## config.mk

```make
export PLATFORM = sky130hd
export DESIGN_NAME = four_channel_moving_average_unit
export DESIGN_NICKNAME = d
export VERILOG_FILES = /design/src/rtl/core/mavg_pkg.sv /design/src/rtl/core/mavg_ram.sv /design/src/rtl/core/mavg_ring.sv /design/src/rtl/core/mavg_scale.sv /design/src/rtl/core/mavg_outq.sv /design/src/rtl/core/four_channel_moving_average_unit.sv
export SDC_FILE = /design/constraint.sdc
export NUM_CORES = 1
export LEC_CHECK = 0
export BUFFER_PORTS_ARGS = -buffer_cell sky130_fd_sc_hd__clkbuf_2
export CAP_MARGIN = 25
export CORE_AREA = 10 10 282 311
export DETAILED_ROUTE_END_ITERATION = 10
export DIE_AREA = 0 0 292 321
export PLACE_DENSITY = 0.69
export SYNTH_ARGS = -nofsm -noshare
export SYNTH_HDL_FRONTEND = slang
export SYNTH_SLANG_ARGS = --single-unit
```

## constraint.sdc

```tcl
create_clock -name clk -period 6.6 [get_ports clk]
set_clock_uncertainty 0.1 [all_clocks]
set_input_delay 1.32 -clock clk [delete_from_list [all_inputs] [get_ports clk]]
set_output_delay 1.32 -clock clk [all_outputs]
set_load 0.01 [all_outputs]
```

## src/rtl/core/mavg_pkg.sv

```systemverilog
// Shared constants, types and register codes for the four-channel moving average unit.
`timescale 1ns / 1ps
`default_nettype none

package mavg_pkg;

	// Window and data widths.
	localparam int WINDOW_SAMPLES = 8;
	localparam int NUM_CH         = 4;
	localparam int SAMPLE_W       = 10;
	localparam int SUM_W          = 16;
	localparam int EDGE_W         = 4;
	localparam int SLOT_W         = (WINDOW_SAMPLES > 1) ? $clog2(WINDOW_SAMPLES) : 1;
	localparam int RING_W         = NUM_CH * SAMPLE_W;

	// Exact division of a running sum by the window length: multiply by a rounded-up
	// reciprocal and keep the upper bits.
	localparam int RECIP_SHIFT = SUM_W + SLOT_W;
	localparam int RECIP_W     = RECIP_SHIFT + 1;
	localparam int PROD_W      = SUM_W + RECIP_W;
	localparam logic [RECIP_W-1:0] RECIP =
		RECIP_W'(((64'd1 << RECIP_SHIFT) + 64'(WINDOW_SAMPLES) - 64'd1) /
		64'(WINDOW_SAMPLES));

	// Result queue.
	localparam int OUTQ_DEPTH = 8;
	localparam int OUTQ_AW    = $clog2(OUTQ_DEPTH);
	localparam int OCC_W      = $clog2(OUTQ_DEPTH + 1);

	// Configuration port.
	localparam int CFG_IDX_W  = 2;
	localparam int CFG_DATA_W = SAMPLE_W;
	localparam logic [CFG_IDX_W-1:0] REG_DISTANCE_THRESHOLD = CFG_IDX_W'(0);
	localparam logic [CFG_IDX_W-1:0] REG_EDGE_WHITE_LEVEL   = CFG_IDX_W'(1);
	localparam logic [SAMPLE_W-1:0]  THRESHOLD_RESET        = SAMPLE_W'(512);
	localparam logic                 WHITE_LEVEL_RESET      = 1'b1;

	typedef logic [SAMPLE_W-1:0]              sample_t;
	typedef logic [SUM_W-1:0]                 sum_t;
	typedef logic [SLOT_W-1:0]                slot_t;
	typedef logic [NUM_CH-1:0][SAMPLE_W-1:0]  samples_t;
	typedef logic [NUM_CH-1:0][SUM_W-1:0]     sums_t;

	// Updated window sums leaving the ring stage.
	typedef struct packed {
		logic              valid;
		sums_t             sums;
		logic [EDGE_W-1:0] edge_levels;
	} sum_stage_t;

	// One finished result.
	typedef struct packed {
		samples_t          avg;
		logic [NUM_CH-1:0] near;
		logic [EDGE_W-1:0] white_mask;
		logic              any_edge;
	} result_t;

endpackage

`default_nettype wire

```

## src/rtl/core/mavg_ram.sv

```systemverilog
// Generic single-write, single-read synchronous RAM with registered read data.
`timescale 1ns / 1ps
`default_nettype none

module mavg_ram #(
	parameter int WIDTH  = 8,
	parameter int DEPTH  = 8,
	parameter int ADDR_W = (DEPTH > 1) ? $clog2(DEPTH) : 1
) (
	input  wire logic              clk,
	input  wire logic              we,
	input  wire logic [ADDR_W-1:0] waddr,
	input  wire logic [WIDTH-1:0]  wdata,
	input  wire logic              re,
	input  wire logic [ADDR_W-1:0] raddr,
	output logic      [WIDTH-1:0]  rdata
);

	logic [WIDTH-1:0] mem_q [DEPTH];

	// Write port.
	always_ff @(posedge clk) begin
		if (we) begin
			mem_q[waddr] <= wdata;
		end
	end

	// Registered read port.
	always_ff @(posedge clk) begin
		if (re) begin
			rdata <= mem_q[raddr];
		end
	end

endmodule

`default_nettype wire

```

## src/rtl/core/mavg_ring.sv

```systemverilog
// Sample ring read-modify-write stage and the four running window sums.
`timescale 1ns / 1ps
`default_nettype none

module mavg_ring
	import mavg_pkg::*;
(
	input  wire logic              clk,
	input  wire logic              arst_n,
	input  wire logic              accept,
	input  wire logic              mode,
	input  wire samples_t          samples,
	input  wire logic [EDGE_W-1:0] edge_levels,
	output sum_stage_t             sum_s2
);

	slot_t                slot_q;
	slot_t                slot_now;
	slot_t                slot_next;
	logic [WINDOW_SAMPLES-1:0] slot_written_q;

	logic                 valid_s1;
	slot_t                slot_s1;
	samples_t             samples_s1;
	logic [EDGE_W-1:0]    edge_s1;
	logic                 hit_s1;
	logic                 fwd_s1;
	samples_t             fwd_data_s1;

	logic [RING_W-1:0]    ram_rdata;
	samples_t             old_samples;
	sums_t                sum_q;
	sums_t                sum_new;

	// Restart forces slot zero; the slot then advances with wrap at the window length.
	assign slot_now  = mode ? '0 : slot_q;
	assign slot_next = (slot_now == SLOT_W'(WINDOW_SAMPLES - 1)) ? '0 : slot_now + 1'b1;

	always_ff @(posedge clk or negedge arst_n) begin
		if (!arst_n) begin
			slot_q <= '0;
		end else if (accept) begin
			slot_q <= slot_next;
		end
	end

	// The ring memory: read the outgoing samples at acceptance, write the new ones in the following cycle.
	mavg_ram #(
		.WIDTH (RING_W),
		.DEPTH (WINDOW_SAMPLES)
	) u_ring_ram (
		.clk   (clk),
		.we    (valid_s1),
		.waddr (slot_s1),
		.wdata (samples_s1),
		.re    (accept),
		.raddr (slot_now),
		.rdata (ram_rdata)
	);

	// Per-slot written flags stand in for clearing the ring at reset.
	always_ff @(posedge clk or negedge arst_n) begin
		if (!arst_n) begin
			slot_written_q <= '0;
		end else if (valid_s1) begin
			slot_written_q[slot_s1] <= 1'b1;
		end
	end

	// Stage one registers; the forward flag catches a read of the slot written at the same edge.
	always_ff @(posedge clk or negedge arst_n) begin
		if (!arst_n) begin
			valid_s1 <= 1'b0;
			hit_s1   <= 1'b0;
			fwd_s1   <= 1'b0;
		end else begin
			valid_s1 <= accept;
			if (accept) begin
				hit_s1 <= slot_written_q[slot_now];
				fwd_s1 <= valid_s1 && (slot_s1 == slot_now);
			end
		end
	end

	always_ff @(posedge clk) begin
		if (accept) begin
			slot_s1     <= slot_now;
			samples_s1  <= samples;
			edge_s1     <= edge_levels;
			fwd_data_s1 <= samples_s1;
		end
	end

	// Outgoing samples: forwarded, read from memory, or zero for a slot never written.
	always_comb begin
		if (fwd_s1) begin
			old_samples = fwd_data_s1;
		end else if (hit_s1) begin
			old_samples = ram_rdata;
		end else begin
			old_samples = '0;
		end
	end

	// Running sums drop the outgoing sample and add the incoming one.
	always_comb begin
		for (int c = 0; c < NUM_CH; c++) begin
			sum_new[c] = sum_q[c] - SUM_W'(old_samples[c]) + SUM_W'(samples_s1[c]);
		end
	end

	// Stage two register and the running sums.
	always_ff @(posedge clk or negedge arst_n) begin
		if (!arst_n) begin
			sum_q  <= '0;
			sum_s2 <= '0;
		end else begin
			sum_s2.valid <= valid_s1;
			if (valid_s1) begin
				sum_q              <= sum_new;
				sum_s2.sums        <= sum_new;
				sum_s2.edge_levels <= edge_s1;
			end
		end
	end

endmodule

`default_nettype wire

```

## src/rtl/core/mavg_scale.sv

```systemverilog
// Average by reciprocal multiply, threshold flags and edge mask.
`timescale 1ns / 1ps
`default_nettype none

module mavg_scale
	import mavg_pkg::*;
(
	input  wire logic              clk,
	input  wire logic              arst_n,
	input  wire sum_stage_t        sum_s2,
	input  wire sample_t           threshold,
	input  wire logic              white_level,
	output logic                   res_valid,
	output result_t                res
);

	logic                          valid_s3;
	logic [NUM_CH-1:0][PROD_W-1:0] prod_s3;
	logic [EDGE_W-1:0]             edge_s3;

	// One multiplier per channel, registered before the result is formed.
	always_ff @(posedge clk or negedge arst_n) begin
		if (!arst_n) begin
			valid_s3 <= 1'b0;
		end else begin
			valid_s3 <= sum_s2.valid;
		end
	end

	always_ff @(posedge clk) begin
		if (sum_s2.valid) begin
			for (int c = 0; c < NUM_CH; c++) begin
				prod_s3[c] <= PROD_W'(sum_s2.sums[c]) * PROD_W'(RECIP);
			end
			edge_s3 <= sum_s2.edge_levels;
		end
	end

	// Quotient bits, near flags and the white mask.
	always_comb begin
		for (int c = 0; c < NUM_CH; c++) begin
			res.avg[c]  = prod_s3[c][RECIP_SHIFT +: SAMPLE_W];
			res.near[c] = res.avg[c] > threshold;
		end
		res.white_mask = ~(edge_s3 ^ {EDGE_W{white_level}});
		res.any_edge   = |res.white_mask;
	end

	assign res_valid = valid_s3;

endmodule

`default_nettype wire

```

## src/rtl/core/mavg_outq.sv

```systemverilog
// Result queue that decouples the pipeline from the output handshake.
`timescale 1ns / 1ps
`default_nettype none

module mavg_outq
	import mavg_pkg::*;
(
	input  wire logic    clk,
	input  wire logic    arst_n,
	input  wire logic    push,
	input  wire result_t push_data,
	input  wire logic    pop_ready,
	output logic         pop_valid,
	output result_t      pop_data
);

	result_t              entry_q [OUTQ_DEPTH];
	logic [OUTQ_AW-1:0]   wptr_q;
	logic [OUTQ_AW-1:0]   rptr_q;
	logic [OUTQ_AW:0]     count_q;
	logic                 pop;

	assign pop_valid = (count_q != '0);
	assign pop       = pop_valid && pop_ready;
	assign pop_data  = entry_q[rptr_q];

	// Storage.
	always_ff @(posedge clk) begin
		if (push) begin
			entry_q[wptr_q] <= push_data;
		end
	end

	// Pointers and fill count.
	always_ff @(posedge clk or negedge arst_n) begin
		if (!arst_n) begin
			wptr_q  <= '0;
			rptr_q  <= '0;
			count_q <= '0;
		end else begin
			if (push) begin
				wptr_q <= wptr_q + 1'b1;
			end
			if (pop) begin
				rptr_q <= rptr_q + 1'b1;
			end
			count_q <= count_q + (OUTQ_AW + 1)'(push) - (OUTQ_AW + 1)'(pop);
		end
	end

endmodule

`default_nettype wire

```

## src/rtl/core/four_channel_moving_average_unit.sv

```systemverilog
// Top level of the four-channel boxcar moving average unit with near and edge flags.
// Throughput: one item per cycle while in_ready stays high.
// Up to eight items may be in flight or queued before in_ready drops.
// Reset (arst_n low, asynchronous) clears sums, write slot, queue and per-slot written
// flags, so the ring reads as zero at once; no clearing pass is needed.
// Registers reset to threshold 512 and white level 1; cfg_ready is always high.
`timescale 1ns / 1ps
`default_nettype none

module four_channel_moving_average_unit
	import mavg_pkg::*;
(
	input  wire logic                  clk,
	input  wire logic                  arst_n,

	input  wire logic                  in_valid,
	output logic                       in_ready,
	input  wire logic                  mode,
	input  wire logic [SAMPLE_W-1:0]   sample_front_left,
	input  wire logic [SAMPLE_W-1:0]   sample_front_right,
	input  wire logic [SAMPLE_W-1:0]   sample_left,
	input  wire logic [SAMPLE_W-1:0]   sample_right,
	input  wire logic [EDGE_W-1:0]     edge_levels,

	output logic                       out_valid,
	input  wire logic                  out_ready,
	output logic      [SAMPLE_W-1:0]   avg_front_left,
	output logic      [SAMPLE_W-1:0]   avg_front_right,
	output logic      [SAMPLE_W-1:0]   avg_left,
	output logic      [SAMPLE_W-1:0]   avg_right,
	output logic                       near_front_left,
	output logic                       near_front_right,
	output logic                       near_left,
	output logic                       near_right,
	output logic      [EDGE_W-1:0]     edge_white_mask,
	output logic                       any_edge,

	input  wire logic                  cfg_valid,
	output logic                       cfg_ready,
	input  wire logic [CFG_IDX_W-1:0]  cfg_index,
	input  wire logic [CFG_DATA_W-1:0] cfg_data
);

	sample_t      threshold_q;
	logic         white_level_q;
	logic         accept;
	logic         pop;
	logic [OCC_W-1:0] occ_q;
	samples_t     samples;
	sum_stage_t   sum_s2;
	logic         res_valid;
	result_t      res;
	result_t      out_res;

	// Configuration registers; unknown indexes are ignored.
	assign cfg_ready = 1'b1;

	always_ff @(posedge clk or negedge arst_n) begin
		if (!arst_n) begin
			threshold_q   <= THRESHOLD_RESET;
			white_level_q <= WHITE_LEVEL_RESET;
		end else if (cfg_valid && cfg_ready) begin
			case (cfg_index)
				REG_DISTANCE_THRESHOLD: threshold_q   <= cfg_data[SAMPLE_W-1:0];
				REG_EDGE_WHITE_LEVEL:   white_level_q <= cfg_data[0];
				default: ;
			endcase
		end
	end

	// Items in the pipeline plus queued results never exceed the queue depth.
	assign in_ready = (occ_q < OCC_W'(OUTQ_DEPTH));
	assign accept   = in_valid && in_ready;
	assign pop      = out_valid && out_ready;

	always_ff @(posedge clk or negedge arst_n) begin
		if (!arst_n) begin
			occ_q <= '0;
		end else begin
			occ_q <= occ_q + OCC_W'(accept) - OCC_W'(pop);
		end
	end

	// Channel order: front left, front right, left, right.
	assign samples = {sample_right, sample_left, sample_front_right, sample_front_left};

	mavg_ring u_ring (
		.clk         (clk),
		.arst_n      (arst_n),
		.accept      (accept),
		.mode        (mode),
		.samples     (samples),
		.edge_levels (edge_levels),
		.sum_s2      (sum_s2)
	);

	mavg_scale u_scale (
		.clk         (clk),
		.arst_n      (arst_n),
		.sum_s2      (sum_s2),
		.threshold   (threshold_q),
		.white_level (white_level_q),
		.res_valid   (res_valid),
		.res         (res)
	);

	mavg_outq u_outq (
		.clk       (clk),
		.arst_n    (arst_n),
		.push      (res_valid),
		.push_data (res),
		.pop_ready (out_ready),
		.pop_valid (out_valid),
		.pop_data  (out_res)
	);

	// Result fields.
	assign avg_front_left   = out_res.avg[0];
	assign avg_front_right  = out_res.avg[1];
	assign avg_left         = out_res.avg[2];
	assign avg_right        = out_res.avg[3];
	assign near_front_left  = out_res.near[0];
	assign near_front_right = out_res.near[1];
	assign near_left        = out_res.near[2];
	assign near_right       = out_res.near[3];
	assign edge_white_mask  = out_res.white_mask;
	assign any_edge         = out_res.any_edge;

endmodule

`default_nettype wire
```

==> results.json, run 1 <==
{
  "ys.warnings.count": 0,
  "grt_pass1_vias": 21400,
  "hold_depth": 0,
  "grt_first_pass_wirelength_um": 128400,
  "netlist_instances": 2185,
  "crit_path_top_delay_cell": "dfrtp_4",
  "gp_congestion": 0.8012,
  "outcome": "finished, final reports clean",
  "final_cells": 3474,
  "drv_cap": 0,
  "cp_slowest_stage_delay_ns": 0.93,
  "timing.rr.start": "u_ring.hit_s1$_DFFE_PN0P_",
  "rr_worst_depth": 14,
  "cts_made_buffers": 92,
  "crit_arrival_ns": 3.24,
  "p_int_uw": 14850,
  "switchingPower_uw": 7416,
  "critical_path_buf_inv_count": 2,
  "fin_crit_sh": 0.7055,
  "min_path_type": "flop to flop",
  "syn-cell-area_mm2": 0.04019,
  "worstPathRequired_ns": 5.18,
  "avgSynthCellArea_um2": 18.39,
  "clock-sinks": 980,
  "synth_seq_cells": 980,
  "slew_headroom": 0.3349,
  "finalSetupViolations": 0,
  "ant_nets": 0,
  "postCtsHoldBufs": 0,
  "cp_top_family": "flip-flops",
  "antenna_cells": 0,
  "hpwl_um": 49990,
  "cts_tree": "built",
  "cts_resized": 0,
  "antenna_found_initial": 0,
  "power.share.switching": 0.3331,
  "r2r_end": "u_ring.sum_s2[48]$_DFFE_PN0P_",
  "synth-edff-count": 883,
  "fin_crit_ns": 4.656,
  "cp_cell_sequence": "buf_4, mux4_2, mux2_2, clkbuf_2",
  "yosysMostFrequentCell": "edfxtp_1",
  "crit_cells": 4,
  "max_freq_mhz": 214.8,
  "ys_async_sr_fraction": 0.09898,
  "wire_per_inst_um": 23.74,
  "wirelength_um": 82490,
  "grt.total_usage": 0.1763,
  "ys_top_cells_by_count": "edfxtp_1 (883), mux4_2 (139), ha_1 (104), dfrtp_1 (95), inv_1 (84)",
  "crit_fanout": 52,
  "reg2reg_slack_ns": 2.79,
  "dieWidth_um": 292,
  "synth_cell_type_count": 66,
  "power.leakage_uw": 0.01555,
  "slew_violations": 0,
  "synth_fp_nets": 2393,
  "rsz0062_at_grt": "no",
  "start_kind": "flop",
  "drc": 0,
  "root_buffer": "clkbuf_16",
  "synth_seq_area_share": 0.7202,
  "synth_flop_cell": "edfxtp_1",
  "vdd_ir_drop_max_v": 0.0002625,
  "drive_above_1_share": 0.2320,
  "drt_iter0_markers": 1550,
  "vias": 20250,
  "die_area_mm2": 0.09373,
  "final_area_mm2": 0.04523,
  "synth_top_area_frac": 0.6598,
  "synth_top_cell_by_area": "edfxtp_1",
  "core_mm2": 0.08134,
  "placedCellCount": 3298,
  "clockBufferDepth": 3,
  "cp-end-kind": "output port",
  "tightest_slew_ns": 0.9977,
  "overflow": 0,
  "place_area_mm2": 0.04211,
  "start_util": 0.4941,
  "vias_per_cell": 5.830,
  "finalSetupTns_ns": 0,
  "grt_max_degree": 87,
  "syn2layout_area_growth_pct": 12.54,
  "synthTopCellsByArea": "edfxtp_1 (66%), mux4_2 (7.8%), dfrtp_1 (5.9%), ha_1 (3.2%), fa_1 (2.1%)",
  "drtPass1Iterations": 5,
  "cts_max_level": 3,
  "rows": 110,
  "clk_pin_slew_worst_paths_ns": 0.06,
  "endpoint": "avg_left[5]",
  "power.share.clock": 0.237,
  "crit_start": "u_outq.rptr_q[1]$_DFFE_PN0P_",
  "portBuffers": 112,
  "postCtsSetupBuffers": 0,
  "final_nets": 2539,
  "whs_ns": 0.3435,
  "chipHeight_um": 321,
  "finalHoldViolCount": 0,
  "powerDensity_mw_per_mm2": 492.3,
  "clock_latency_ns": 0.64,
  "seqPwrFrac": 0.407,
  "ios": 114,
  "power_frac_comb": 0.356,
  "crit_type": "flop to output port"
}
[flip-flops by register name, summed over array words and instances (netlist names), 3 cells and up]
| register | cells |
|---|---|
| u_outq.count_q | 4 |
| u_ring.fwd_data_s1 | 40 |
| u_ring.edge_s1 | 4 |
| u_outq.wptr_q | 3 |
| u_ring.u_ring_ram.mem_q | 320 |
| u_ring.u_ring_ram.rdata | 40 |
| u_scale.res | 40 |
| occ_q | 4 |
| u_ring.slot_q | 3 |
| u_outq.entry_q | 392 |
| u_scale.edge_s3 | 4 |
| u_outq.rptr_q | 3 |
| threshold_q | 10 |
| u_ring.slot_s1 | 3 |
| u_ring.samples_s1 | 40 |
| u_ring.slot_written_q | 8 |
| u_ring.sum_s2 | 57 |
[metal layers]
| metal | part of all wire | track usage |
|---|---|---|
| met1 | 0.42 | 0.2323 |
| met4 | 0.020 | 0.05100 |
| met3 | 0.053 | 0.02625 |
| met5 | 0 | 0 |
| met2 | 0.50 | 0.3017 |
[power groups by stage]
stage                     registers (uW)  clock network [uW]  logic, uW
after detailed placement            9240                   0       7920
after floorplan                     8730                   0       6200
after global routing                9210                5650       8840
final                               9070                5270       7920
after global placement              9150                   0       7710
after CTS                           9110                5380       7970
[worst min path at each step]
stage                                 start                            to  slack (ns)
2_1_floorplan     u_ring.valid_s1$_DFF_PN0_   u_ring.sum_s2[68]$_DFF_PN0_        0.31
3_3_place_gp   u_ring.sum_s2[2]$_DFFE_PN0P_  u_scale.edge_s3[2]$_DFFE_PP_        0.33
3_5_place_dp   u_ring.sum_s2[0]$_DFFE_PN0P_  u_scale.edge_s3[0]$_DFFE_PP_        0.33
4_1_cts        u_ring.sum_s2[0]$_DFFE_PN0P_  u_scale.edge_s3[0]$_DFFE_PP_        0.34
5_1_grt        u_ring.sum_s2[0]$_DFFE_PN0P_  u_scale.edge_s3[0]$_DFFE_PP_        0.35
6_report       u_ring.sum_s2[0]$_DFFE_PN0P_  u_scale.edge_s3[0]$_DFFE_PP_        0.34
[per-stage QoR]
step	power (uW)	util	worst slack [ns]
6_report	22260	0.5560	1.944
5_1_grt	23700	0.5560	1.706
4_1_cts	22470	0.5553	1.819
3_5_place_dp	17160	0.5177	2.528
3_3_place_gp	16860	0.5177	2.568
2_1_floorplan	14940	-	1.330
[logic make-up (layout without fill, tap and decap cells)]
family,count (synthesis),after routing,share of synthesized area
flip-flops,980,980,0.7202
AO/OA/AOI/OAI,404,404,0.07238
multiplexers,222,222,0.1008
AND/OR/NAND/NOR,202,202,0.02500
buffers and inverters,182,407,0.01775
adder cells (fa/ha/maj),146,146,0.05330
XOR/XNOR,48,48,0.01046
other,1,1,0.00009331
[final cells by class]
| type | instances | area, um^2 |
|---|---|---|
| clock buffer | 124 | 2564 |
| clock inverter | 49 | 496.7 |
| fill | 6075 | 36110 |
| inverter | 85 | 324.1 |
| multi-input combinational | 1023 | 10660 |
| sequential | 980 | 28960 |
| tap | 1064 | 1331 |
| timing repair buffer | 149 | 889.6 |
[placed cells by master, fill, tap and decap left out, types with 54 or more instances in the layout]
master,Yosys,routed
a21o_1,64,64
clkbuf_2,0,111
edfxtp_1,883,883
ha_1,104,104
clkbuf_16,0,93
mux2_2,72,72
a22oi_1,71,71
a211oi_1,54,54
mux4_2,139,139
dfrtp_1,95,88
inv_1,84,83
nand2_1,55,55
[worst register-to-register path, delay by kind of cell (launching register included)]
kind                       cells  cell delay [ns]
adders and majority gates      3             0.87
DFF                            1             0.38
buffers and inverters          3             0.52
and+or+nand+nor                3             0.93
AOI/OAI and AO/OA              5             0.86
No activity file was read; power rests on OpenSTA's default activity.
==> run 2, diff against run 1 <==
==> constraint.sdc (replaced) <==
create_clock -name clk -period 4.7 [get_ports clk]
set_clock_uncertainty 0.1 [all_clocks]
set_input_delay 0.94 -clock clk [delete_from_list [all_inputs] [get_ports clk]]
set_output_delay 0.94 -clock clk [all_outputs]
set_load 0.01 [all_outputs]
==> results.json, run 2 (synthesis gave the netlist of run 1 again) <==
{
  "gp_congestion": 0.8666,
  "antenna_found_initial": 0,
  "cts_made_buffers": 93,
  "vias": 20240,
  "wirelength_um": 82590,
  "outcome": "finished, final reports clean",
  "finalSetupTns_ns": 0,
  "cp_slowest_stage_delay_ns": 0.64,
  "vdd_ir_drop_max_v": 0.0003049,
  "crit_path_top_delay_cell": "dfrtp_4",
  "power_frac_comb": 0.361,
  "ios": 114,
  "postCtsSetupBuffers": 0,
  "place_area_mm2": 0.04231,
  "drt_iter0_markers": 1736,
  "fin_crit_sh": 0.8055,
  "vias_per_cell": 5.807,
  "critical_path_buf_inv_count": 2,
  "power.share.switching": 0.3325,
  "fin_crit_ns": 3.786,
  "top_regs": "u_outq.entry_q: 392 flops, u_ring.u_ring_ram.mem_q: 320 flops, u_ring.sum_s2: 57 flops",
  "final_cell_mix": "edfxtp_1 (883), mux4_2 (139), clkbuf_2 (111)",
  "rsz0062_at_grt": "no",
  "final_nets": 2552,
  "grt_pass1_vias": 21260,
  "slew_violations": 0,
  "postCtsHoldBufs": 0,
  "layout_commonest_cell": "edfxtp_1",
  "clk_pin_slew_worst_paths_ns": 0.06,
  "drive_above_1_share": 0.2293,
  "overflow": 0,
  "cp_cell_sequence": "buf_4, mux4_2, mux2_2, clkbuf_2",
  "syn2layout_area_growth_pct": 13.03,
  "largest_register": "u_outq.entry_q",
  "clockBufferDepth": 3,
  "clock-sinks": 980,
  "drv_cap": 0,
  "start_util": 0.4941,
  "start_kind": "flop",
  "drc": 0,
  "crit_fanout": 15,
  "min_path_type": "input pin to asynchronous set/reset pin",
  "seqPwrFrac": 0.401,
  "crit_type": "flop to output port",
  "p_int_uw": 21140,
  "grt_first_pass_wirelength_um": 128700,
  "grt.total_usage": 0.1762,
  "core_mm2": 0.08134,
  "powerDensity_mw_per_mm2": 697.2,
  "ant_nets": 0,
  "die_area_mm2": 0.09373,
  "finalSetupViolations": 0,
  "crit_arrival_ns": 2.75,
  "cts_resized": 0,
  "cts_tree": "built",
  "rows": 110,
  "wire_per_inst_um": 23.70,
  "dieWidth_um": 292,
  "worstPathRequired_ns": 3.66,
  "clock_latency_ns": 0.64,
  "tightest_slew_ns": 0.9805,
  "power.leakage_uw": 0.01565,
  "hpwl_um": 52030,
  "grt_max_degree": 84,
  "root_buffer": "clkbuf_16",
  "cp_top_family": "multiplexers",
  "final_area_mm2": 0.04543,
  "power.share.clock": 0.238,
  "portBuffers": 112,
  "cts_max_level": 3,
  "switchingPower_uw": 10530,
  "max_freq_mhz": 264.1,
  "chipHeight_um": 321,
  "cp-end-kind": "output port",
  "finalHoldViolCount": 0,
  "slew_headroom": 0.3448,
  "largest_reg_flops": 392,
  "drtPass1Iterations": 5
}
[run 2: changes by cell type in the layout (fill, tap and decap cells not counted), sizes merged]
cell and delta:
clkbuf -7, diode +1, buf +12, inv -1
clkinvlp -4, bufinv +6, clkinv +4
[run 2: metrics by stage]
stage                     setup slack, ns  hold WS (ns)  power [uW]  cells    util
final                              0.9140        0.1705       31670   3485  0.5585
after global routing               0.6350        0.1986       33590   3484  0.5584
after CTS                          0.8470        0.1682       31880   3482  0.5580
after detailed placement           0.9835        0.3317       24300   3311  0.5201
after global placement              1.135        0.3270       23860   3311  0.5201
after floorplan                    0.1637        0.3122       20970   2185       -
[run 2: worst paths after layout]
path | from | end | slack (ns) | cells after the start
max reg2reg | u_ring.hit_s1$_DFFE_PN0P_ | u_ring.sum_s2[48]$_DFFE_PN0P_ | 0.95 | 14
min reg2reg | u_ring.sum_s2[1]$_DFFE_PN0P_ | u_scale.edge_s3[1]$_DFFE_PP_ | 0.34 | 0
min in group clk | u_ring.sum_s2[1]$_DFFE_PN0P_ | u_scale.edge_s3[1]$_DFFE_PP_ | 0.34 | 0
min | arst_n | occ_q[3]$_DFF_PN0_ | 0.17 | 1
max in group asynchronous | arst_n | u_ring.valid_s1$_DFF_PN0_ | 3.44 | 2
max | u_outq.rptr_q[0]$_DFFE_PN0P_ | avg_right[6] | 0.91 | 4
[run 2: final cells by class]
class,count,area [um^2]
tap,1064,1331
inverter,85,322.8
fill,6044,35910
timing repair buffer,161,1067
sequential,980,28960
clock inverter,54,630.6
multi-input combinational,1023,10660
antenna,1,2.502
clock buffer,117,2449
[run 2: layer usage]
metal	share of wire	wire length, um	vias to the layer above	track usage
met5	0	0	-	0
met4	0.016	1317	0	0.04447
met3	0.047	3918	102	0.02501
met2	0.51	42120	568	0.3046
met1	0.43	35240	10460	0.2330
li1	-	-	9110	-
[run 2: worst reg2reg max path, cell delays in order (launching register included)]
cell	delay, ns
dfrtp_1	0.38
nor2b_2	0.49
buf_12	0.23
a22o_1	0.16
ha_1	0.22
inv_1	0.06
ha_1	0.19
inv_1	0.08
fa_1	0.47
nor2b_1	0.18
o21ai_0	0.15
o211a_1	0.28
or3_1	0.35
o311ai_0	0.14
o31ai_1	0.14
[run 2: power groups by stage]
stage               registers (uW)  logic [uW]  clock network, uW
finish                       12700       11400               7540
global route                 12900       12600               8060
CTS                          12700       11500               7680
detailed placement           12900       11400                  0
global placement             12800       11100                  0
floorplan                    12300        8710                  0
==> run 3, diff against run 2 <==
--- a/config.mk
+++ b/config.mk
@@ -10,7 +10,7 @@
 export CORE_AREA = 10 10 282 311
 export DETAILED_ROUTE_END_ITERATION = 10
 export DIE_AREA = 0 0 292 321
-export PLACE_DENSITY = 0.69
+export PLACE_DENSITY = 0.71
 export SYNTH_ARGS = -nofsm -noshare
 export SYNTH_HDL_FRONTEND = slang
 export SYNTH_SLANG_ARGS = --single-unit
==> constraint.sdc (replaced) <==
create_clock -name clk -period 3.4 [get_ports clk]
set_clock_uncertainty 0.1 [all_clocks]
set_input_delay 0.68 -clock clk [delete_from_list [all_inputs] [get_ports clk]]
set_output_delay 0.68 -clock clk [all_outputs]
set_load 0.01 [all_outputs]
==> results.json, run 3 (synthesis gave the netlist of run 1 again) <==
{
  "outcome": "finished, final reports clean",
  "grt_max_degree": 106,
  "finalSetupViolations": 0,
  "worstPathRequired_ns": 2.62,
  "crit_arrival_ns": 2.52,
  "overflow": 0,
  "cts_max_level": 3,
  "timing.rr.start": "u_ring.hit_s1$_DFFE_PN0P_",
  "p_int_uw": 29800,
  "min_path_type": "input pin to flop",
  "powerDensity_mw_per_mm2": 972.7,
  "cp-end-kind": "output port",
  "largest_reg_flops": 392,
  "post-route-worst-setup-slack_ns": 0.1040,
  "switchingPower_uw": 14990,
  "largest_register": "u_outq.entry_q",
  "drv_cap": 0,
  "power.share.switching": 0.3346,
  "slew_violations": 0,
  "crit_type": "flop to output port",
  "ios": 114,
  "clk_pin_slew_worst_paths_ns": 0.06,
  "hold_depth": 1,
  "start_kind": "flop",
  "min_to": "u_ring.samples_s1[37]$_DFFE_PP_",
  "drtPass1Iterations": 5,
  "antenna_found_initial": 0,
  "fillers": 5967,
  "grt.total_usage": 0.1777,
  "die_area_mm2": 0.09373,
  "top_regs": "u_outq.entry_q: 392 flops, u_ring.u_ring_ram.mem_q: 320 flops, u_ring.sum_s2: 57 flops",
  "dieWidth_um": 292,
  "cts_made_buffers": 93,
  "crit_fanout": 53,
  "vdd_ir_drop_max_v": 0.0005959,
  "start_util": 0.4941,
  "vias": 20540,
  "finalHoldViolCount": 0,
  "vias_per_cell": 5.853,
  "final_nets": 2576,
  "portBuffers": 112,
  "grt_first_pass_wirelength_um": 128700,
  "fin_crit_sh": 0.9694,
  "hp-start": "sample_right[7]",
  "fin_crit_ns": 3.296,
  "antenna_cells": 0,
  "pre_cts_ws_ns": 0.03474,
  "rows": 110,
  "core_mm2": 0.08134,
  "power.leakage_uw": 0.01590,
  "clockBufferDepth": 3,
  "gp_congestion": 0.8136,
  "finalPower_uw": 44790,
  "slew_headroom": 0.3764,
  "placedCellCount": 3333,
  "root_buffer": "clkbuf_16",
  "drc": 0,
  "clock-sinks": 980,
  "rsz0062_at_grt": "yes",
  "syn2layout_area_growth_pct": 14.57,
  "power_frac_comb": 0.375,
  "tightest_slew_ns": 0.9354,
  "drive_above_1_share": 0.2536,
  "final_cells": 3509,
  "final_cell_mix": "edfxtp_1 (883), mux4_2 (139), clkbuf_2 (111)",
  "reg2reg_slack_ns": 0.13,
  "grt_pass1_vias": 21620,
  "max_freq_mhz": 303.4,
  "r2r_end": "u_ring.sum_s2[16]$_DFFE_PN0P_",
  "cts_tree": "built",
  "hpwl_um": 52070,
  "seqPwrFrac": 0.387,
  "ant_nets": 0,
  "rr_worst_depth": 14,
  "chipHeight_um": 321,
  "wirelength_um": 83650,
  "drt_iter0_markers": 1937,
  "power.share.clock": 0.238,
  "clock_latency_ns": 0.63,
  "layout_commonest_cell": "edfxtp_1",
  "wire_per_inst_um": 23.84
}
-- run 3: changes by cell type in the layout (fill, tap and decap cells not counted), sizes merged --
cell         before  now
clkinvlp          2   10
bufinv           14   12
dlygate4sd3       0    1
clkbuf          228  225
buf              50   73
inv              87   86
diode             1    0
clkinv           36   35
-- run 3: final cells by class --
class,instances,area (um^2),area share
tap,1064,1331,0.02891
inverter,85,322.8,0.007011
clock buffer,114,2561,0.05563
timing repair buffer,185,1409,0.03060
sequential,980,28960,0.6289
multi-input combinational,1023,10820,0.2351
clock inverter,58,638.1,0.01386
-- run 3: power by group through the flow --
| stage | clock, uW | sequential (uW) | combinational, uW |
|---|---|---|---|
| final | 10700 | 17300 | 16800 |
| after global placement | 0 | 17500 | 15700 |
| after floorplan | 0 | 16900 | 12100 |
| after global routing | 11400 | 17500 | 18500 |
| after detailed placement | 0 | 17700 | 16100 |
| after CTS | 10900 | 17400 | 16300 |
-- run 3: worst max path at each step --
stage                                             from                             to  slack (ns)  depth (start not counted)
after detailed placement     u_ring.hit_s1$_DFFE_PN0P_  u_ring.sum_s2[48]$_DFFE_PN0P_        0.03                         12
after CTS                    u_ring.hit_s1$_DFFE_PN0P_  u_ring.sum_s2[16]$_DFFE_PN0P_        0.01                         14
after global placement       u_ring.hit_s1$_DFFE_PN0P_  u_ring.sum_s2[48]$_DFFE_PN0P_        0.10                         12
final                     u_outq.rptr_q[0]$_DFFE_PN0P_                    avg_left[3]        0.10                          4
after global routing         u_ring.hit_s1$_DFFE_PN0P_  u_ring.sum_s2[58]$_DFFE_PN0P_       -0.02                         14
after floorplan                               in_valid             occ_q[1]$_DFF_PN0_       -0.32                          6
-- run 3: per-stage QoR --
| step | hold slack, ns | instance area, um^2 | utilization | setup TNS [ns] |
|---|---|---|---|---|
| after floorplan | 0.2844 | 40240 | - | -0.7028 |
| final | 0.1275 | 46040 | 0.5661 | 0 |
| after global routing | 0.1101 | 46040 | 0.5661 | -0.05558 |
| after global placement | 0.3310 | 42670 | 0.5245 | 0 |
| after detailed placement | 0.3290 | 42670 | 0.5245 | 0 |
| after CTS | 0.09568 | 45900 | 0.5642 | 0 |
-- run 3: routing by layer --
metal | GRT usage | share of wire
met1 | 0.2289 | 0.42
met2 | 0.3078 | 0.51
met3 | 0.02908 | 0.055
met4 | 0.05203 | 0.021
met5 | 0 | 0
-- run 3: timing repair --
| item | 4_1_cts | 5_1_grt |
|---|---|---|
| endpoints found under the setup margin | 20 | 26 |
| hold buffers | 1 | 0 |
| gates resized for setup | 0 | 30 |
| pin swaps | 0 | 2 |
| setup buffers | 1 | 1 |
| endpoints found under the hold margin | 38 | 0 |
-- run 3: critical path: stages (launching register included) --
cell and delay [ns]:
dfrtp_4 0.46, buf_16 0.31, mux4_2 0.55, mux2_2 0.32
clkbuf_2 0.14
